**src/sff_pkg.sv**
```systemverilog
package sff_pkg;

  localparam int HEIGHT_BITS_DEF = 16;
  localparam int POS_BITS        = 12;
  localparam int POS_HALF_BITS   = POS_BITS + 1;
  localparam int OUT_DATA_W      = ((POS_HALF_BITS + 7) / 8) * 8;
  localparam int CFG_INDEX_W     = 2;

  // feature mode codes
  localparam logic [1:0] MODE_EDGE   = 2'd0;
  localparam logic [1:0] MODE_RIDGE  = 2'd1;
  localparam logic [1:0] MODE_VALLEY = 2'd2;
  // spare code, finds nothing
  localparam logic [1:0] MODE_NONE   = 2'd3;

  // register indexes
  localparam logic [CFG_INDEX_W-1:0] REG_FEATURE_MODE = 2'd0;
  localparam logic [CFG_INDEX_W-1:0] REG_THRESHOLD    = 2'd1;
  localparam logic [CFG_INDEX_W-1:0] REG_RISING_EDGE  = 2'd2;
  localparam logic [CFG_INDEX_W-1:0] REG_SCAN_FORWARD = 2'd3;

  typedef struct packed {
    logic ok;
    logic last;
  } sample_flags_t;

  typedef struct packed {
    logic                     found;
    logic [POS_HALF_BITS-1:0] pos_half;
  } line_result_t;

  // edge lies half a pixel before the sample that completes it
  function automatic logic [POS_HALF_BITS-1:0] edge_pos_half(
    input logic [POS_BITS-1:0] s,
    input logic                fwd
  );
    logic [POS_HALF_BITS-1:0] twice;
    twice = {s, 1'b0};
    if (fwd) begin
      edge_pos_half = (s == '0) ? '0 : twice - POS_HALF_BITS'(1);
    end else begin
      edge_pos_half = twice | POS_HALF_BITS'(1);
    end
  endfunction

endpackage

```
**src/sff_in_stage.sv**
```systemverilog
module sff_in_stage
  import sff_pkg::*;
#(
  parameter int HEIGHT_BITS = HEIGHT_BITS_DEF,
  parameter int IN_DATA_W   = ((HEIGHT_BITS + POS_BITS + 7) / 8) * 8
) (
  input  logic                          clk,
  input  logic                          rst_n,
  input  logic                          in_tvalid,
  output logic                          in_tready,
  input  logic [IN_DATA_W-1:0]          in_tdata,
  input  logic                          in_tuser,
  input  logic                          in_tlast,
  input  logic                          take,
  output logic                          word_valid,
  output logic signed [HEIGHT_BITS-1:0] word_value,
  output logic [POS_BITS-1:0]           word_position,
  output sample_flags_t                 word_flags
);

  logic                          valid_r;
  logic signed [HEIGHT_BITS-1:0] value_r;
  logic [POS_BITS-1:0]           position_r;
  sample_flags_t                 flags_r;
  logic                          load;

  assign in_tready = !valid_r || take;
  assign load      = in_tvalid && in_tready;

  always_ff @(posedge clk) begin
    if (!rst_n) begin
      valid_r <= 1'b0;
    end else if (load) begin
      valid_r <= 1'b1;
    end else if (take) begin
      valid_r <= 1'b0;
    end
  end

  always_ff @(posedge clk) begin
    if (load) begin
      value_r       <= in_tdata[HEIGHT_BITS-1:0];
      position_r    <= in_tdata[HEIGHT_BITS +: POS_BITS];
      flags_r.ok    <= in_tuser;
      flags_r.last  <= in_tlast;
    end
  end

  assign word_valid    = valid_r;
  assign word_value    = value_r;
  assign word_position = position_r;
  assign word_flags    = flags_r;

endmodule

```
**src/sff_feature_core.sv**
```systemverilog
module sff_feature_core
  import sff_pkg::*;
#(
  parameter int HEIGHT_BITS = HEIGHT_BITS_DEF
) (
  input  logic                          clk,
  input  logic                          rst_n,
  input  logic                          cfg_wr_en,
  input  logic [CFG_INDEX_W-1:0]        cfg_index,
  input  logic [HEIGHT_BITS-1:0]        cfg_data,
  input  logic                          step,
  input  logic signed [HEIGHT_BITS-1:0] value,
  input  logic [POS_BITS-1:0]           position,
  input  sample_flags_t                 flags,
  output line_result_t                  result
);

  logic [1:0]                    mode_r;
  logic signed [HEIGHT_BITS-1:0] threshold_r;
  logic                          rising_r;
  logic                          forward_r;

  logic                          prev_usable_r, prev_usable_nxt;
  logic                          prev_above_r, prev_above_nxt;
  logic                          have_r, have_nxt;
  logic signed [HEIGHT_BITS-1:0] best_r, best_nxt;
  logic [POS_HALF_BITS-1:0]      pos_r, pos_nxt;

  logic above;
  logic trans;
  logic better;

  always_ff @(posedge clk) begin
    if (!rst_n) begin
      mode_r      <= MODE_EDGE;
      threshold_r <= '0;
      rising_r    <= 1'b1;
      forward_r   <= 1'b1;
    end else if (cfg_wr_en) begin
      unique case (cfg_index)
        REG_FEATURE_MODE: mode_r      <= cfg_data[1:0];
        REG_THRESHOLD:    threshold_r <= cfg_data;
        REG_RISING_EDGE:  rising_r    <= cfg_data[0];
        REG_SCAN_FORWARD: forward_r   <= cfg_data[0];
        default: ;
      endcase
    end
  end

  assign above  = value >= threshold_r;
  assign trans  = rising_r ? (!prev_above_r && above) : (prev_above_r && !above);
  assign better = !have_r ||
                  ((mode_r == MODE_RIDGE) ? (value > best_r) : (value < best_r));

  always_comb begin
    prev_usable_nxt = prev_usable_r;
    prev_above_nxt  = prev_above_r;
    have_nxt        = have_r;
    best_nxt        = best_r;
    pos_nxt         = pos_r;
    unique case (mode_r)
      MODE_EDGE: begin
        if (!flags.ok) begin
          prev_usable_nxt = 1'b0;
        end else if (!have_r) begin
          if (prev_usable_r && trans) begin
            pos_nxt  = edge_pos_half(position, forward_r);
            have_nxt = 1'b1;
          end
          prev_above_nxt  = above;
          prev_usable_nxt = 1'b1;
        end
      end
      MODE_RIDGE, MODE_VALLEY: begin
        if (flags.ok && better) begin
          best_nxt = value;
          pos_nxt  = {position, 1'b0};
          have_nxt = 1'b1;
        end
      end
      default: ;
    endcase
  end

  // result reflects the last sample already folded in
  always_comb begin
    result.found    = have_nxt && (mode_r != MODE_NONE);
    result.pos_half = result.found ? pos_nxt : '0;
  end

  always_ff @(posedge clk) begin
    if (!rst_n) begin
      prev_usable_r <= 1'b0;
      prev_above_r  <= 1'b0;
      have_r        <= 1'b0;
      best_r        <= '0;
      pos_r         <= '0;
    end else if (step) begin
      if (flags.last) begin
        prev_usable_r <= 1'b0;
        prev_above_r  <= 1'b0;
        have_r        <= 1'b0;
        best_r        <= '0;
        pos_r         <= '0;
      end else begin
        prev_usable_r <= prev_usable_nxt;
        prev_above_r  <= prev_above_nxt;
        have_r        <= have_nxt;
        best_r        <= best_nxt;
        pos_r         <= pos_nxt;
      end
    end
  end

endmodule

```
**src/scanline_feature_finder.sv**
```systemverilog
// Scan-line feature finder. Height samples of one line stream in, one word per
// cycle unless a last word waits for a full result slot, in scan order; tlast
// marks the final sample. Per register feature_mode the block finds the first
// threshold crossing (edge mode, reported at 2s-1 scanning forward or 2s+1
// backward, in half pixels) or the first strict maximum/minimum (reported at
// 2s). One result word leaves per line, after the last sample. Throughput is one
// sample per cycle under that condition: an input register feeds a single compare
// and update stage whose line state sits in flip-flops, and a result register
// decouples the output. Write configuration only while no line is in flight.
module scanline_feature_finder
  import sff_pkg::*;
#(
  parameter int HEIGHT_BITS = HEIGHT_BITS_DEF,
  parameter int IN_DATA_W   = ((HEIGHT_BITS + POS_BITS + 7) / 8) * 8
) (
  input  logic                   clk,
  input  logic                   rst_n,
  input  logic                   in_tvalid,
  output logic                   in_tready,
  input  logic [IN_DATA_W-1:0]   in_tdata,   // sample_value, sample_position, zero pad
  input  logic                   in_tuser,   // sample_ok
  input  logic                   in_tlast,   // last_sample
  output logic                   out_tvalid,
  input  logic                   out_tready,
  output logic [OUT_DATA_W-1:0]  out_tdata,  // feature_pos_half, zero pad
  output logic                   out_tuser,  // line_found
  input  logic                   cfg_wr_en,
  input  logic [CFG_INDEX_W-1:0] cfg_index,
  input  logic [HEIGHT_BITS-1:0] cfg_data
);

  logic                          word_valid;
  logic signed [HEIGHT_BITS-1:0] word_value;
  logic [POS_BITS-1:0]           word_position;
  sample_flags_t                 word_flags;
  line_result_t                  result;
  logic                          take;
  logic                          out_free;

  logic                          out_valid_r;
  line_result_t                  out_result_r;

  // a last word needs the result slot free; other words always advance
  assign out_free = !out_valid_r || out_tready;
  assign take     = word_valid && (!word_flags.last || out_free);

  sff_in_stage #(
    .HEIGHT_BITS (HEIGHT_BITS),
    .IN_DATA_W   (IN_DATA_W)
  ) u_in_stage (
    .clk           (clk),
    .rst_n         (rst_n),
    .in_tvalid     (in_tvalid),
    .in_tready     (in_tready),
    .in_tdata      (in_tdata),
    .in_tuser      (in_tuser),
    .in_tlast      (in_tlast),
    .take          (take),
    .word_valid    (word_valid),
    .word_value    (word_value),
    .word_position (word_position),
    .word_flags    (word_flags)
  );

  sff_feature_core #(
    .HEIGHT_BITS (HEIGHT_BITS)
  ) u_core (
    .clk       (clk),
    .rst_n     (rst_n),
    .cfg_wr_en (cfg_wr_en),
    .cfg_index (cfg_index),
    .cfg_data  (cfg_data),
    .step      (take),
    .value     (word_value),
    .position  (word_position),
    .flags     (word_flags),
    .result    (result)
  );

  always_ff @(posedge clk) begin
    if (!rst_n) begin
      out_valid_r <= 1'b0;
    end else if (take && word_flags.last) begin
      out_valid_r <= 1'b1;
    end else if (out_tready) begin
      out_valid_r <= 1'b0;
    end
  end

  always_ff @(posedge clk) begin
    if (take && word_flags.last) begin
      out_result_r <= result;
    end
  end

  assign out_tvalid = out_valid_r;
  assign out_tuser  = out_result_r.found;
  assign out_tdata  = OUT_DATA_W'(out_result_r.pos_half);

endmodule
```
**config.mk**
```make
export PLATFORM = sky130hd
export DESIGN_NAME = scanline_feature_finder
export DESIGN_NICKNAME = d
export VERILOG_FILES = /design/src/sff_pkg.sv /design/src/sff_in_stage.sv /design/src/sff_feature_core.sv /design/src/scanline_feature_finder.sv
export SDC_FILE = /design/constraint.sdc
export NUM_CORES = 1
export LEC_CHECK = 0
export BUFFER_PORTS_ARGS = -buffer_cell sky130_fd_sc_hd__buf_4
export CORE_MARGIN = 2
export CORE_UTILIZATION = 60
export CTS_CLUSTER_SIZE = 25
export DETAILED_ROUTE_END_ITERATION = 8
export GPL_TIMING_DRIVEN = 0
export HOLD_SLACK_MARGIN = 0.05
export PLACE_DENSITY = 0.83
export SYNTH_ARGS = -nofsm -noshare
export SYNTH_HDL_FRONTEND = slang
export SYNTH_HIERARCHICAL = 1
export SYNTH_SLANG_ARGS = --single-unit
```
**constraint.sdc**
```tcl
create_clock -name clk -period 6.9 [get_ports clk]
set_input_delay 1.38 -clock clk [delete_from_list [all_inputs] [get_ports clk]]
set_output_delay 1.38 -clock clk [all_outputs]
set_load 0.01 [all_outputs]
```
==> metrics.yaml, run 1 <==
status: "finished, final reports clean"
yosysTopAreaCellShare_pct: 25.4
dp.cells: 696
syn_area_per_cell_sq_um: 9.99
pre_cts_ws_ns: 3.11
rsz0062_at_grt: "no"
power_density_mw_per_mm2: 198
synthMuxAreaShare_pct: 2.79
rows: 33
min_period_ns: 3.78
r2r_slack_ns: 3.32
hold_end: "u_core/threshold_r[12]$_SDFFE_PN0P_"
synth_xor_area_share_pct: 1.01
max_stage_delay_ns: 0.50
critPathRequiredTime_ns: 5.52
die_area_sq_mm: 0.00944
gp_congestion: 0.902
hold_start: "u_core/threshold_r[12]$_SDFFE_PN0P_"
p_switching_uw: 316
p_int_uw: 886
start_kind: "input port"
cts_sinks: 98
grt.total_usage_pct: 25.5
hold_class: "reg -> reg"
cp_slowest_cell: "a21boi_1"
max_freq_mhz: 265
dpl_cell_area_sq_mm: 0.00586
slew_violations: 0
hold_depth: 2
antenna_left: 0
layout-area-overhead-vs-synth_pct: 16.4
synth_compound_area_share_pct: 17.1
p_comb_share_pct: 13.9
synth_top_family_by_area: "simple AND/OR/NAND/NOR gates"
synth_area_leader_cell: "edfxtp_1"
path_cells: "buf_4 > nor2b_1 > a21boi_1 > nand2b_4 > buf_4"
cts_buffers: 9
synthTopCellsByCount: "73 x nand2_1, 54 x dfxtp_1, 44 x edfxtp_1"
cts_buffer_depth: 2
yosysMostFrequentCell: "nand2_1"
grt_overflow_total: 0
nNetsFinal: 696
critPathMostFrequentCell: "buf_4"
hold_viol: 0
dr.pass1.iters: 5
clk_latency_ns: 0.37
finalNonFillerCells: 712
synth-simple-area-share_pct: 18.7
cp_top_family: "compound AO/OA/AOI/OAI gates"
core_sq_mm: 0.00830
grt_max_degree: 31
drt-vias-per-instance: 5.87
synth_area_sq_mm: 0.00521
endpoint_kind: "output pin"
worstMarginPinSlew_ns: 0.983
cts_setup_buffers: 0
yosys.cell_types.count: 68
drtIter0Drc: 202
grt_antenna_before_repair: 0
ys.flop_type: "dfxtp_1"
postSynthCellCount: 521
p_seq_share_pct: 54.6
ys_ff_latch: 98
diodes: 0
cts_tree: "yes"
ys.warnings.count: 6
synth-seq-area-share_pct: 46.1
r2r.worst_path.cells: 10
holdBufCountCts: 0
timing.rr.start: "u_in_stage/word_value[5]$_DFFE_PP_"
dpl.hpwl_um: 8720
reg2reg_to: "out_tdata[5]$_DFFE_PP_"
vias: 4176
clkPwrFrac_pct: 31.5
final_area_sq_mm: 0.00606
grt_pass1_wl_um: 19500
fin_skew_ns: 0.0127
tns_ns: 0
synth_enable_flop_cells: 44
finalCritPeriodShare_pct: 54.8
cts-resized-gates: 0
start_util_pct: 62.7
clock-root-buffer: "clkbuf_8"
setup_ws_ns: 3.12
place.port_buffers: 68
drc: 0
ys_top_cells_by_area: "edfxtp_1 25%, dfxtp_1 21%, ha_1 8.9%"
wl_per_cell_um: 16.3
synthArstFlopShare_pct: 0
relSlewSlack_pct: 34.2
power.leakage_nw: 2.33
cp_max_fo: 8
peakVddDrop_mv: 0.130
dieWidth_um: 97.2
crit_arrival_ns: 2.40
synth_fa_ha_area_share_pct: 8.89
grt_pass1_vias: 3971
fp.dieH_um: 97.2
path_buf_inv: 2
switching_share_pct: 26.3
drive_gt1_share_pct: 19.6
routed_wl_um: 11600
path_class: "in -> out"
htreeDepth: 3
cts.clk_slew.worst_paths_ns: 0.10
drv_cap: 0
final-setup-viol-count: 0
io_pins: 76
## layer usage
metal / vias up / share of wire, % / wire, um / track usage (%)
met5: - / 0 / 0 / 0
met4: 0 / 0.91 / 105 / 5.31
met3: 12 / 6.4 / 740 / 5.76
met2: 138 / 45 / 5250 / 39.5
met1: 1982 / 47 / 5510 / 37.0
li1: 2044 / - / - / -
## registers in the layout, summed over array words and instances, names as in the netlist
register / count
u_in_stage/word_value: 16
out_tuser: 1
u_in_stage/word_flags: 2
u_core/rising_r: 1
out_tvalid: 1
u_core/have_r: 1
u_core/best_r: 16
u_in_stage/word_position: 12
u_core/prev_above_r: 1
u_in_stage/word_valid: 1
u_core/forward_r: 1
u_core/pos_r: 13
out_tdata: 13
u_core/prev_usable_r: 1
u_core/mode_r: 2
u_core/threshold_r: 16
## placed cells by master (no fill, tap or decap), types with 13 or more instances in the layout
cell / n
o31a_1: 13
a21boi_0: 17
ha_1: 37
edfxtp_1: 44
inv_1: 43
nor2b_1: 15
a21oi_1: 20
nor3_1: 14
o21ai_0: 16
clkbuf_1: 13
nor2_1: 22
dfxtp_1: 54
nand2_1: 73
buf_4: 71
a22o_1: 22
## cells by family (layout without fill, tap and decap cells)
family / Yosys count / in the layout
adder cells (fa/ha/maj): 37 / 37
flip-flops: 98 / 98
AO/OA/AOI/OAI: 118 / 118
AND/OR/NAND/NOR: 183 / 183
other: 1 / 3
buffers and inverters: 64 / 148
XOR/XNOR: 6 / 6
multiplexers: 14 / 14
## tightest hold or removal path, cell delays in order, from the launching register on
cell	delay [ns]
dfxtp_1	0.32
nand2_1	0.05
a21boi_0	0.06
## final cells by class
type                    count  area, sq um
plain buffers              21          114
clock buffers              10          138
clock inverters             6         66.3
fillers                   631         2240
inverters                  43          161
multi-input cells         361         2540
flip-flops and latches     98         2400
well taps                 105          131
repair buffers             68          510
## how the worst max path moves through the flow
stage                           end  slack [ns]  startpoint  cells past startpoint
after floorplan           in_tready        3.51  out_tready                      3
after global placement    in_tready        3.15  out_tready                      5
after detailed placement  in_tready        3.11  out_tready                      5
after CTS                 in_tready        3.11  out_tready                      5
after global routing      in_tready        3.04  out_tready                      5
final                     in_tready        3.12  out_tready                      5
## power by group through the flow
stage	sequential (mW)	clock, mW	combinational, mW
after global placement	0.668	0	0.158
after global routing	0.658	0.409	0.186
after CTS	0.655	0.386	0.165
final	0.656	0.379	0.167
after floorplan	0.662	0	0.105
after detailed placement	0.668	0	0.164
## through the flow
stage               util [%]  hold slack (ns)  power, mW
global route            73.0            0.498       1.25
floorplan                  -            0.441      0.768
finish                  73.0            0.474       1.20
detailed placement      70.6            0.460      0.833
global placement        70.6            0.455      0.826
CTS                     73.0            0.475       1.21
Note: power is estimated with default switching activity, not from simulation.
==> inputs of run 2 (changes only) <==
- ABC_AREA: default -> 1
- CORE_UTILIZATION: 60 -> 58
- PLACE_DENSITY: 0.83 -> 0.8
- clock period: 6.9 -> 3.78 ns (I/O delays scaled with it)
==> metrics.yaml, run 2 <==
final_cell_mix: "180 x nand2_1, 100 x inv_1, 95 x a21oi_1"  # was 73 x nand2_1, 71 x buf_4, 54 x dfxtp_1
finalCritPeriodShare_pct: 75.3
start_kind: "register"  # was input port
endpoint_kind: "register"  # was output pin
ys_top_cells_by_area: "edfxtp_1 24%, dfxtp_1 20%, nand2_1 12%"  # was edfxtp_1 25%, dfxtp_1 21%, ha_1 8.9%
drc: 0  # unchanged
drt-vias-per-instance: 5.46  # was 5.87
vias: 4979  # was 4176
peakVddDrop_mv: 0.365  # was 0.130 mV
cts_buffers: 9  # unchanged
path_class: "reg -> reg"  # was in -> out
routed_wl_um: 13300  # was 11600 um
fp.dieH_um: 101  # was 97.2 um
ys.warnings.count: 6  # unchanged
hold_start: "u_core/best_r[13]$_SDFFE_PN0P_"  # was u_core/threshold_r[12]$_SDFFE_PN0P_
relSlewSlack_pct: 33.7  # was 34.2%
cts_setup_buffers: 0  # unchanged
hold_viol: 0  # unchanged
dpl_cell_area_sq_mm: 0.00616  # was 0.00586 sq mm
cts-resized-gates: 0  # unchanged
synth_area_sq_mm: 0.00549  # was 0.00521 sq mm
grt_antenna_before_repair: 0  # unchanged
worstMarginPinSlew_ns: 0.993  # was 0.983 ns
place.port_buffers: 68  # unchanged
p_total_mw: 2.31  # was 1.20 mW
min_period_ns: 2.85
synth_top_family_by_area: "simple AND/OR/NAND/NOR gates"  # unchanged
antenna_left: 0  # unchanged
yosys.cell_types.count: 36  # was 68
grt_pass1_wl_um: 22000  # was 19500 um
rows: 35  # was 33
layout-area-overhead-vs-synth_pct: 16.1  # was 16.4%
power_density_mw_per_mm2: 362  # was 198 mW/mm^2
crit_arrival_ns: 2.96  # was 2.40 ns
dr.pass1.iters: 7  # was 5
rsz0062_at_grt: "no"  # unchanged
synth-seq-area-share_pct: 43.8  # was 46.1%
drv_cap: 0  # unchanged
cp_max_fo: 10  # was 8
wl_per_cell_um: 14.6  # was 16.3 um
synth_xor_area_share_pct: 1.44  # was 1.01%
dieWidth_um: 101  # was 97.2 um
final-setup-viol-count: 0  # unchanged
r2r.worst_path.cells: 14  # was 10
reg2reg_to: "out_tdata[2]$_DFFE_PP_"  # was out_tdata[5]$_DFFE_PP_
syn_area_per_cell_sq_um: 7.68  # was 9.99 sq um
pre_cts_ws_ns: 1.07  # was 3.11 ns
status: "finished, final reports clean"  # unchanged
synth_area_leader_cell: "edfxtp_1"  # unchanged
synth_fa_ha_area_share_pct: 8.44  # was 8.89%
critPathRequiredTime_ns: 3.89  # was 5.52 ns
ys_ff_latch: 98  # unchanged
grt_overflow_total: 0  # unchanged
synthArstFlopShare_pct: 0  # unchanged
max_freq_mhz: 351
grt_pass1_vias: 4691  # was 3971
io_pins: 76  # unchanged
start_util_pct: 59.7  # was 62.7%
nNetsFinal: 890  # was 696
cts_tree: "yes"  # unchanged
finalNonFillerCells: 912  # was 712
die_area_sq_mm: 0.0103  # was 0.00944 sq mm
num-fill-cells: 753  # was 631
dpl.hpwl_um: 9970  # was 8720 um
htreeDepth: 3  # unchanged
fin_skew_ns: 0.0108  # was 0.0127 ns
slew_violations: 0  # unchanged
diodes: 0  # unchanged
cts_buffer_depth: 2  # unchanged
grt_max_degree: 31  # unchanged
synthTopCellsByCount: "180 x nand2_1, 100 x inv_1, 96 x a21oi_1"  # was 73 x nand2_1, 54 x dfxtp_1, 44 x edfxtp_1
holdBufCountCts: 0  # unchanged
cts.clk_slew.worst_paths_ns: 0.09  # was 0.10 ns
setup_ws_ns: 0.933  # was 3.12 ns
postSynthCellCount: 715  # was 521
clock-root-buffer: "clkbuf_8"  # unchanged
timing.rr.start: "u_in_stage/word_value[15]$_DFFE_PP_"  # was u_in_stage/word_value[5]$_DFFE_PP_
grt.total_usage_pct: 27.7  # was 25.5%
hold_depth: 2  # unchanged
synthMuxAreaShare_pct: 0  # was 2.79%
yosysMostFrequentCell: "nand2_1"  # unchanged
dp.cells: 896  # was 696
tns_ns: 0  # unchanged
cts_sinks: 98  # unchanged
clk_latency_ns: 0.38  # was 0.37 ns
final_common_cell: "nand2_1"  # unchanged
drive_gt1_share_pct: 13.5  # was 19.6%
final_area_sq_mm: 0.00637  # was 0.00606 sq mm
r2r_slack_ns: 0.93  # was 3.32 ns
synth_enable_flop_cells: 44  # unchanged
yosysTopAreaCellShare_pct: 24.1  # was 25.4%
synth_compound_area_share_pct: 12.5  # was 17.1%
drtIter0Drc: 404  # was 202
power.leakage_nw: 2.79  # was 2.33 nW
core_sq_mm: 0.00920  # was 0.00830 sq mm
synth-simple-area-share_pct: 24.1  # was 18.7%
hold_end: "u_core/best_r[13]$_SDFFE_PN0P_"  # was u_core/threshold_r[12]$_SDFFE_PN0P_
hold_class: "reg -> reg"  # unchanged
gp_congestion: 0.899  # was 0.902
ys.flop_type: "dfxtp_1"  # unchanged
run 2: cell count changes in the layout (fill, tap and decap cells not counted), moves of 7 or more:
cell / previous run / this run
a22o_1: 22 / 0
a21oi_1: 20 / 95
nand3_1: 12 / 39
inv_1: 43 / 100
nor2b_1: 15 / 0
nor3_1: 14 / 5
nand4_1: 12 / 19
nand2_1: 73 / 180
nor2_1: 22 / 52
o21ai_0: 16 / 28
mux2i_1: 12 / 0
o31a_1: 13 / 0
a21boi_0: 17 / 0
run 2: kinds of logic (layout without fill, tap and decap cells):
logic type | Yosys count | in the layout
simple gates | 307 | 307
compound gates | 133 | 133
buf+inv | 130 | 214
flops | 98 | 98
fa+ha+maj | 37 | 37
xor+xnor | 9 | 9
other cells | 1 | 3
run 2: area by class of cell:
class	count	area [sq um]	share of cell area [%]
plain buffers	28	149	2.34
inverters	102	383	6.01
clock inverters	6	90.1	1.41
clock buffers	10	128	2.00
well taps	111	139	2.18
repair buffers	68	510	8.01
flip-flops and latches	98	2400	37.7
multi-input cells	489	2570	40.4
run 2: stage by stage:
| step | utilization, % | hold slack, ns |
|---|---|---|
| global placement | 66.8 | 0.449 |
| floorplan | - | 0.433 |
| detailed placement | 66.9 | 0.455 |
| CTS | 69.3 | 0.470 |
| finish | 69.3 | 0.467 |
| global route | 69.3 | 0.480 |
run 2: critical path, stage by stage (launching register included):
cell	delay, ns
edfxtp_1	0.45
ha_1	0.39
a21oi_1	0.16
o21ai_0	0.10
a21oi_1	0.32
nand3_2	0.15
nand4_1	0.11
nand2_1	0.05
nor2_1	0.17
buf_6	0.18
nand2_2	0.16
nand2_1	0.10
nand2_1	0.06
nand2_1	0.08
a21oi_1	0.10
run 2: how the worst max path moves through the flow:
| stage | startpoint | end | slack [ns] |
|---|---|---|---|
| finish | u_in_stage/word_value[15]$_DFFE_PP_ | out_tdata[2]$_DFFE_PP_ | 0.93 |
| floorplan | out_tready | u_in_stage/word_flags[0]$_DFFE_PP_ | 0.79 |
| CTS | u_in_stage/word_value[15]$_DFFE_PP_ | out_tdata[2]$_DFFE_PP_ | 1.02 |
| global placement | out_tready | u_in_stage/word_position[8]$_DFFE_PP_ | 0.07 |
| detailed placement | u_in_stage/word_value[15]$_DFFE_PP_ | out_tdata[2]$_DFFE_PP_ | 1.07 |
| global route | u_in_stage/word_value[15]$_DFFE_PP_ | out_tdata[11]$_DFFE_PP_ | 0.75 |
run 2: where the power goes:
| group | switching (mW) | internal [mW] | leakage (nW) |
|---|---|---|---|
| Combinational | 0.231 | 0.143 | 1.82 |
| Clock | 0.374 | 0.375 | 0.107 |
| Sequential | 0.0293 | 1.15 | 0.866 |
run 2: per-layer routing:
layer  track usage, %  vias up  share of wire [%]
li1                 -     2491                  -
met1             38.1     2292                 46
met2             44.7      180                 46
met3             6.49       16                6.4
met4             6.55        0                1.3
met5                0        -                  0
==> inputs of run 3 (changes only) <==
- CORE_UTILIZATION: 58 -> 52
- PLACE_DENSITY: 0.8 -> 0.76
- clock period: 3.78 -> 2.4 ns (I/O delays scaled with it)
==> metrics.yaml, run 3 (synthesis results as in run 2) <==
drt-vias-per-instance: 5.46  # about the same
drtIter0Drc: 417  # was 404
status: "finished, violations left"  # was finished, final reports clean
place.port_buffers: 68  # unchanged
pre_cts_ws_ns: -0.310  # was 1.07 ns
p_int_mw: 2.49  # was 1.67 mW
die_area_sq_mm: 0.0114  # was 0.0103 sq mm
crit_arrival_ns: 2.75  # was 2.96 ns
core_sq_mm: 0.0103  # was 0.00920 sq mm
drv_cap: 0  # unchanged
grt.total_usage_pct: 26.3  # was 27.7%
start_util_pct: 53.4  # was 59.7%
tns_ns: -6.54  # was 0 ns
antenna_left: 0  # unchanged
cts_buffers: 9  # unchanged
fp.dieH_um: 107  # was 101 um
min_period_ns: 2.62  # was 2.85 ns
dp.cells: 921  # was 896
finalNonFillerCells: 967  # was 912
clkPwrFrac_pct: 27.3  # was 32.5%
path_buf_inv: 1  # unchanged
dieWidth_um: 107  # was 101 um
drc: 0  # unchanged
cts_sinks: 98  # unchanged
rsz0062_at_grt: "yes"  # was no
htreeDepth: 3  # unchanged
cp_slowest_cell: "edfxtp_1"  # unchanged
power.leakage_nw: 3.01  # was 2.79 nW
gp_congestion: 0.897  # was 0.899
routed_wl_um: 15000  # was 13300 um
hold_viol: 0  # unchanged
worstMarginPinSlew_ns: 0.993  # about the same
grt_overflow_total: 0  # unchanged
p_switching_mw: 1.07  # was 634 uW
start_kind: "register"  # unchanged
slew_violations: 0  # unchanged
final_area_sq_mm: 0.00704  # was 0.00637 sq mm
dpl.hpwl_um: 10000  # was 9970 um
hold_class: "in -> reg"  # was reg -> reg
grt_pass1_wl_um: 23800  # was 22000 um
whs_ns: 0.270  # was 0.467 ns
nNetsFinal: 920  # was 890
wl_per_cell_um: 15.5  # was 14.6 um
switching_share_pct: 30.1  # was 27.5%
rows: 37  # was 35
diodes: 0  # unchanged
p_total_mw: 3.57  # was 2.31 mW
clock-root-buffer: "clkbuf_8"  # unchanged
relSlewSlack_pct: 33.6  # was 33.7%
endpoint_kind: "register"  # unchanged
fin_util_pct: 68.5  # was 69.3%
peakVddDrop_mv: 0.326  # was 0.365 mV
fin_skew_ns: 0.0199  # was 0.0108 ns
dr.pass1.iters: 7  # unchanged
finalCritPeriodShare_pct: 109  # was 75.3%
max_freq_mhz: 382  # was 351 MHz
vias: 5284  # was 4979
cts.clk_slew.worst_paths_ns: 0.11  # was 0.09 ns
layout-area-overhead-vs-synth_pct: 28.3  # was 16.1%
p_seq_share_pct: 52.4  # was 51.3%
critPathRequiredTime_ns: 2.53  # was 3.89 ns
path_class: "reg -> reg"  # unchanged
violations: "setup timing"
dpl_cell_area_sq_mm: 0.00619  # was 0.00616 sq mm
clk_latency_ns: 0.38  # about the same
final_cell_mix: "141 x nand2_1, 100 x inv_1, 92 x buf_4"  # was 180 x nand2_1, 100 x inv_1, 95 x a21oi_1
cp_max_fo: 5  # was 10
setup_ws_ns: -0.217  # was 0.933 ns
cp_top_family: "simple AND/OR/NAND/NOR gates"  # unchanged
cts_tree: "yes"  # unchanged
grt_antenna_before_repair: 0  # unchanged
p_comb_share_pct: 20.2  # was 16.2%
drive_gt1_share_pct: 26.8  # was 13.5%
final-setup-viol-count: 44  # was 0
final_common_cell: "nand2_1"  # unchanged
grt_pass1_vias: 5176  # was 4691
io_pins: 76  # unchanged
cts_buffer_depth: 2  # unchanged
max_stage_delay_ns: 0.54  # was 0.45 ns
path_cells: "ha_4 > a21oi_1 > o21ai_1 > a21oi_4 > nand3_2 > nand2_1 > nor2_2 > nor2_2 > nor2_4 > o21ai_0 > nand3_1 > nand2_2 > buf_4 > a21oi_1"  # was ha_1 > a21oi_1 > o21ai_0 > a21oi_1 > nand3_2 > nand4_1 > nand2_1 > nor2_1 > buf_6 > nand2_2 > nand2_1 > nand2_1 > nand2_1 > a21oi_1
grt_max_degree: 31  # unchanged
power_density_mw_per_mm2: 506  # was 362 mW/mm^2
-- run 3: cell count changes in the layout (fill, tap and decap cells not counted), moves of 19 or more --
cell	previous run	this run
nand2_2	4	37
buf_4	73	92
a21oi_1	95	73
nand2_1	180	141
a21oi_2	2	23
-- run 3: layer usage --
layer | track usage (%) | share of wire [%] | up-vias
li1 | - | - | 2553
met1 | 32.2 | 41 | 2445
met2 | 44.4 | 49 | 230
met3 | 4.50 | 6.9 | 56
met4 | 13.8 | 3.6 | 0
met5 | 0 | 0 | -
-- run 3: worst paths after layout --
path / startpoint / to / slack [ns] / depth (start not counted)
setup / recovery: u_in_stage/word_value[15]$_DFFE_PP_ / out_tdata[10]$_DFFE_PP_ / -0.22 / 14
hold / removal: in_tlast / u_in_stage/word_flags[0]$_DFFE_PP_ / 0.27 / 1
setup reg to reg: u_in_stage/word_value[15]$_DFFE_PP_ / out_tdata[10]$_DFFE_PP_ / -0.22 / 14
hold reg to reg: u_core/threshold_r[6]$_SDFFE_PN0P_ / u_core/threshold_r[6]$_SDFFE_PN0P_ / 0.46 / 2
-- run 3: cell type report --
cell class	instances	area, sq um
buffer	28	160
clock buffer	10	128
clock inverter	6	42.5
fill	833	3240
inverter	102	383
multi-input combinational	490	2990
sequential	98	2400
tap	136	170
timing repair buffer	97	762
-- run 3: power by group through the flow --
stage | clock (mW) | sequential (mW) | combinational, mW
2_1_floorplan | 0 | 1.89 | 0.376
3_3_place_gp | 0 | 1.90 | 0.556
3_5_place_dp | 0 | 1.90 | 0.574
4_1_cts | 0.991 | 1.87 | 0.659
5_1_grt | 1.07 | 1.88 | 0.794
6_report | 0.974 | 1.87 | 0.722
-- run 3: worst register-to-register path, stage by stage (launching register included) --
cell	delay, ns
edfxtp_1	0.54
ha_4	0.32
a21oi_1	0.12
o21ai_1	0.13
a21oi_4	0.19
nand3_2	0.13
nand2_1	0.09
nor2_2	0.04
nor2_2	0.12
nor2_4	0.07
o21ai_0	0.14
nand3_1	0.12
nand2_2	0.14
buf_4	0.17
a21oi_1	0.05
-- run 3: what timing repair did --
item                                   4_1_cts  5_1_grt
hold buffers                                 0        0
buffers inserted                            20        5
gates cloned                                 4        1
endpoints found under the hold margin        0        0
setup endpoints to repair                   43       44
pin swaps                                   44       18
gates resized for setup                     75       41
